[src/design/bgs_pkg.sv]
// Shared types and constants for the bucketed galloping search block.
// No dependencies; imported by bgs_step_unit and bucketed_galloping_search.
package bgs_pkg;

  localparam int POS_W  = 32;
  localparam int BIDX_W = 4;
  localparam int RES_W  = 7;

  typedef enum logic {
    OP_APPEND = 1'b0,
    OP_SEARCH = 1'b1
  } op_t;

  typedef enum logic [2:0] {
    STEP_GPROBE,
    STEP_GCMP,
    STEP_SETUP,
    STEP_BPROBE,
    STEP_BCMP
  } step_op_t;

  typedef struct packed {
    logic less;
    logic more;
    logic count_zero;
  } step_flags_t;

endpackage

[src/design/bgs_step_unit.sv]
// Shared compare and index arithmetic for the gallop and binary search steps.
// Depends on bgs_pkg for the step codes and the flag struct.
module bgs_step_unit
  import bgs_pkg::*;
#(
  parameter int CW = 7,
  parameter int PW = 32
) (
  input  step_op_t      op,
  input  logic [PW-1:0] entry,
  input  logic [PW-1:0] query_end,
  input  logic [CW-1:0] cur,
  input  logic [CW-1:0] len,
  input  logic [CW:0]   bound,
  input  logic [CW-1:0] lo,
  input  logic [CW-1:0] count,
  input  logic [CW-1:0] mid,
  output logic [CW-1:0] sum,
  output logic [CW:0]   bound_next,
  output logic [CW-1:0] count_next,
  output step_flags_t   flags
);

  logic [CW-1:0] size;
  logic [CW-1:0] half_bound;
  logic [CW-1:0] half_count;
  logic [CW-1:0] up;
  logic [CW-1:0] add_a;
  logic [CW-1:0] add_b;
  logic [CW:0]   bound_dbl;

  always_comb begin
    size       = len - cur;
    half_bound = bound[CW:1];
    half_count = count >> 1;
    bound_dbl  = bound << 1;
    up         = (bound < {1'b0, size}) ? bound[CW-1:0] : size;

    flags.less       = entry < query_end;
    flags.more       = flags.less && (bound_dbl < {1'b0, size});
    flags.count_zero = count == '0;

    bound_next = bound;
    count_next = count;
    add_a      = cur;
    add_b      = bound[CW-1:0];
    case (op)
      STEP_GPROBE: begin
        add_a = cur;
        add_b = bound[CW-1:0];
      end
      STEP_GCMP: begin
        bound_next = flags.less ? bound_dbl : bound;
      end
      STEP_SETUP: begin
        add_a      = cur;
        add_b      = half_bound;
        count_next = up - half_bound;
      end
      STEP_BPROBE: begin
        add_a = lo;
        add_b = half_count;
      end
      STEP_BCMP: begin
        add_a      = mid;
        add_b      = CW'(1);
        count_next = flags.less ? (count - half_count - CW'(1)) : half_count;
      end
      default: begin
        add_a = cur;
      end
    endcase
    sum = add_a + add_b;
  end

endmodule

[config.mk]
export PLATFORM = sky130hd
export DESIGN_NAME = bgs_step_unit
export DESIGN_NICKNAME = d
export VERILOG_FILES = /design/src/design/bgs_pkg.sv /design/src/design/bgs_step_unit.sv
export SDC_FILE = /design/constraint.sdc
export NUM_CORES = 1
export LEC_CHECK = 0
export ABC_AREA = 0
export BUFFER_PORTS_ARGS = -buffer_cell sky130_fd_sc_hd__clkbuf_2
export CORE_MARGIN = 2
export CORE_UTILIZATION = 30
export DETAILED_ROUTE_END_ITERATION = 10
export GPL_TIMING_DRIVEN = 1
export SYNTH_ARGS = -nofsm -noshare
export SYNTH_HDL_FRONTEND = slang
export SYNTH_SLANG_ARGS = --single-unit
[constraint.sdc]
create_clock -name vclk -period 10.4
set_input_delay 2.08 -clock vclk [all_inputs]
set_output_delay 2.08 -clock vclk [all_outputs]
set_load 0.02 [all_outputs]
== After elaboration in Yosys (flattened, before gate mapping) ==
Cells that the tools add are included.

* Shifts and indexed selects: 0
* Add/sub/neg operators: 5
* Reduce and logical (&&, ||, !) cells: 2
* Muxes and demuxes: 7
* $lt $le $gt $ge: 3
* Equality and inequality tests: 4
* Div/mod/pow operators: 0
* Bitwise operators: 0
* Multipliers: 0

{| class="wikitable"
|+ Operators by type and width
! cell !! count
|-
| 32-bit < comparator || 1
|-
| 7-bit case mux with 2 select lines || 2
|-
| 7-bit case mux with 3 select lines || 1
|-
| 8-bit by 7-bit < comparator with 1-bit output || 2
|-
| 8-bit two-way mux || 2
|-
| 7-bit two-way mux || 2
|-
| 7-bit subtractor || 2
|-
| 7-bit adder || 1
|-
| 7-bit zero test || 1
|-
| 7-bit by 1-bit subtractor with 7-bit output (second input constant) || 1
|-
| 7-bit by 6-bit subtractor with 7-bit output || 1
|-
| 3-bit by 2-bit == test with 1-bit output (second input constant) || 2
|-
| 3-bit by 1-bit == test with 1-bit output (second input constant) || 1
|-
| 3-bit == test (second input constant) || 1
|-
| 1-bit logical AND || 1
|}

* Bits in writable memories: 0
* ROM bits: 0
* Output and inout port bits: 25
* Memories kept: 0
* Input port bits: 110
* Register bits after elaboration: 0
* Latch bits: 0

== Logic depth before layout (Yosys ltp) ==
* Depth in word-level cells: 5
* Gate-level depth with buffers: 27
* Mapped depth without buffers: 26

== Worst setup path before layout ==
OpenSTA, ideal clock, no wires.

* Path kind: input-to-output
* Start point: input len[0]
* End point: output count_next[6]
* Path slack: 1.922 ns
* Stages on the path: 27
* Data required time: 8.320 ns
* Data arrival time: 6.398 ns
* Cell sequence: inv_1 ha_1 inv_1 fa_1 a21oi_1 nor2b_1 nor2_1 xnor2_1 ha_1 nand2_1 a21oi_1 a211o_1 maj3_2 a211oi_2 buf_2 nor2_1 a21oi_1 ha_1 fa_1 inv_1 a21o_1 a21oi_1 o21bai_1 a21oi_1 xnor2_1 xnor2_1 a221o_1

* Word-level cells in the longest chain between the ends: 5

{| class="wikitable"
|+ Ends and longest elaborated chain
! item !! RTL line !! source
|-
| from (decl) || bgs_step_unit.sv:13 || <nowiki>input logic [CW-1:0] len,</nowiki>
|-
| 7-bit subtractor * || bgs_step_unit.sv:33 || <nowiki>size = len - cur;</nowiki>
|-
| 8-bit by 7-bit < comparator with 1-bit output || bgs_step_unit.sv:37 || <nowiki>up = (bound < {1'b0, size}) ? bound[CW-1:0] : size;</nowiki>
|-
| 7-bit two-way mux * || bgs_step_unit.sv:37 ||
|-
| 7-bit subtractor * || bgs_step_unit.sv:58 || <nowiki>count_next = up - half_bound;</nowiki>
|-
| 7-bit case mux with 2 select lines * || bgs_step_unit.sv:47 || <nowiki>case (op)</nowiki>
|-
| to (decl) || bgs_step_unit.sv:20 || <nowiki>output logic [CW-1:0] count_next,</nowiki>
|}

Mark *: on every way between the ends. The rest lies on a longest branch, timed or not.

== Final worst setup path ==
* Start point: input cur[0]
* End point: output count_next[6]

* Word-level cells in the longest chain between the ends: 5

{| class="wikitable"
|+ Ends and longest elaborated chain
! item !! RTL line !! source
|-
| from (decl) || bgs_step_unit.sv:12 || <nowiki>input logic [CW-1:0] cur,</nowiki>
|-
| 7-bit subtractor * || bgs_step_unit.sv:33 ||
|-
| 8-bit by 7-bit < comparator with 1-bit output || bgs_step_unit.sv:37 ||
|-
| 7-bit two-way mux * || bgs_step_unit.sv:37 ||
|-
| 7-bit subtractor * || bgs_step_unit.sv:58 ||
|-
| 7-bit case mux with 2 select lines * || bgs_step_unit.sv:47 ||
|}

Marks and branches as above.

==> impl_metrics.csv <==
group,metric,value,unit
layout,drive_gt1_frac,0.267,
pwr,cellLeakagePower,1.98,nW
logic_synthesis,yosysWarnings,0,
sta,setup_viol,0,
place,place_area,3500,um2
global_route,grtUsageTotal,0.163,
layout,seq_area,0,um2
layout,layout_common_cells,"clkbuf_2, ha_1, inv_1",
setup_path,crit_arrival,7100,ps
setup_path,max_stage_delay,630,ps
place,dp_hpwl,7.41,mm
floorplan,initial_utilization,0.311,
clocking,cts-resized-gates,0,
outcome,status,"completed",
sta,min_period,9180,ps
flow_run,maxCapViolCount,0,
setup_path,endpoint_kind,"output port",
global_route,grt_pass1_vias,3080,
place,pre_cts_ws,1260,ps
layout,final_cells,639,
pwr,power.density,68.9,nW/um2
sta,rsz0062_at_grt,"false",
setup_path,crit_slowest_cell,"a211oi_2",
layout,final_util,0.400,
floorplan,die-area,9870,um2
floorplan,core,8760,um2
setup_path,cp.depth,27,
logic_synthesis,netlist_instances,406,
global_route,grt_pass1_wl,13.8,mm
clocking,post-cts-setup-buffers,0,
detailed_routing,via_per_inst,5.05,
detailed_routing,wl_per_cell,13.1,um
sta,slew_headroom,0.531,
sta,max_freq,109,MHz
setup_path,cp_top_family,"compound AO/OA/AOI/OAI gates",
setup_path,crit_path_end,"count_next[6]",
layout,clkbuf_count,0,
detailed_routing,drt-total-wl,8.36,mm
layout,mostFrequentLayoutCell,"clkbuf_2",
global_route,antenna_found_initial,0,
layout,seq_cells,0,
sta,worst_pin_slew,702,ps
global_route,grt_overflow,0,
place,dp.cells,639,
logic_synthesis,ys_seq_area_frac,0,
sta,slew_violations,0,
floorplan,rows,34,
global_route,grt_max_degree,29,
layout,nNetsFinal,715,
detailed_routing,antenna_left,0,
floorplan,io_pins,135,
worst_hold_path,hold_path.class,"input pin to output port",
detailed_routing,drcViolationCount,0,
logic_synthesis,synth_area,2730,um2
setup_path,start_kind,"input pin",
setup_path,crit_type,"input pin to output port",
detailed_routing,dr.pass1.iters,4,
logic_synthesis,synth_fp_nets,588,
detailed_routing,vias,3224,
sta,setup_ws,1220,ps
logic_synthesis,synth_area_per_cell,6.72,um2
place,io_buffers,135,
layout,antenna_cells,0,
pwr,total_power,0.241,mW
sta,holdWs,4560,ps
sta,finalHoldViolCount,0,
setup_path,critical_path_required,8320,ps
setup_path,cp-startpoint,"cur[0]",
sta,tns,0,ps
clocking,cts_hold_buf,0,
pwr,irDropWorstVdd,26.4,uV
place,place.gp.congestion,0.869,
setup_path,crit_fanout,12,
floorplan,die_y,99.4,um
layout,area_delta_synth_final,28.4,%
layout,stdcell_area,3500,um2
detailed_routing,drtIter0Drc,126,
setup_path,crit_buf_inv,4,
floorplan,die_w,99.4,um
logic_synthesis,yosysUniqueCellTypes,43,
sta,min_period_over_period,0.883,
setup_path,cp_common_cell,"a21oi_1",
worst_hold_path,min_from,"count[0]",
-- report_power, final --
group          leakage (nW)  internal [mW]  total, mW  switching (mW)
combinational          1.98          0.104      0.241           0.137
clock                     0              0          0               0
sequential                0              0          0               0
-- worst min-delay path: stages --
cell	delay, ps
clkbuf_2	100
nand2_1	60
o211ai_1	80
clkbuf_2	150
-- routing by layer --
metal	share of wire	track usage	wire length (um)	up-vias
met5	0	0	0	-
met1	0.46	0.220	3850	1479
met4	0.0025	0.0105	21	0
met3	0.037	0.00562	311	2
li1	-	-	-	1680
met2	0.50	0.301	4180	63
-- how the worst min path moves through the flow --
stage / end / slack (ps) / cells past startpoint
detailed placement: count_next[0] / 4560 / 4
finish: count_next[0] / 4560 / 4
global placement: count_next[0] / 4550 / 4
global route: count_next[0] / 4620 / 4
CTS: count_next[0] / 4560 / 4
floorplan: bound_next[0] / 4300 / 2
-- area by class of cell --
type / count / area [um2]
inverter: 65 / 244
multi-input combinational: 330 / 2440
fill: 964 / 5260
timing repair buffer: 136 / 683
tap: 108 / 135
-- cells by family (layout without fill, tap and decap cells) --
logic type      Yosys count  after routing  synth area share
mux                       5              5            0.0193
buf+inv                  76            201             0.106
fa+ha+maj                74             74             0.349
simple gates             97             97             0.164
compound gates          134            134             0.298
xor+xnor                 20             20            0.0642
-- synth_stat cells, types with 3 or more instances --
cell type / number / share of area
ha_1: 68 / 0.31
inv_1: 65 / 0.089
a21oi_1: 45 / 0.083
nand2_1: 40 / 0.055
o21ai_0: 32 / 0.059
nor2_1: 28 / 0.039
xnor2_1: 15 / 0.048
a211oi_1: 10 / 0.028
a21o_1: 8 / 0.022
o211ai_1: 8 / 0.022
o22ai_1: 8 / 0.018
clkbuf_1: 7 / 0.0096
nand2b_1: 6 / 0.014
o21bai_1: 6 / 0.017
xor2_1: 5 / 0.016
a22oi_1: 4 / 0.011
and4_1: 4 / 0.013
fa_1: 4 / 0.029
nand3_1: 4 / 0.0073
nor2b_1: 4 / 0.0092
mux2i_1: 3 / 0.011
nand4_1: 3 / 0.0069
No activity file was read; power rests on OpenSTA's default activity.
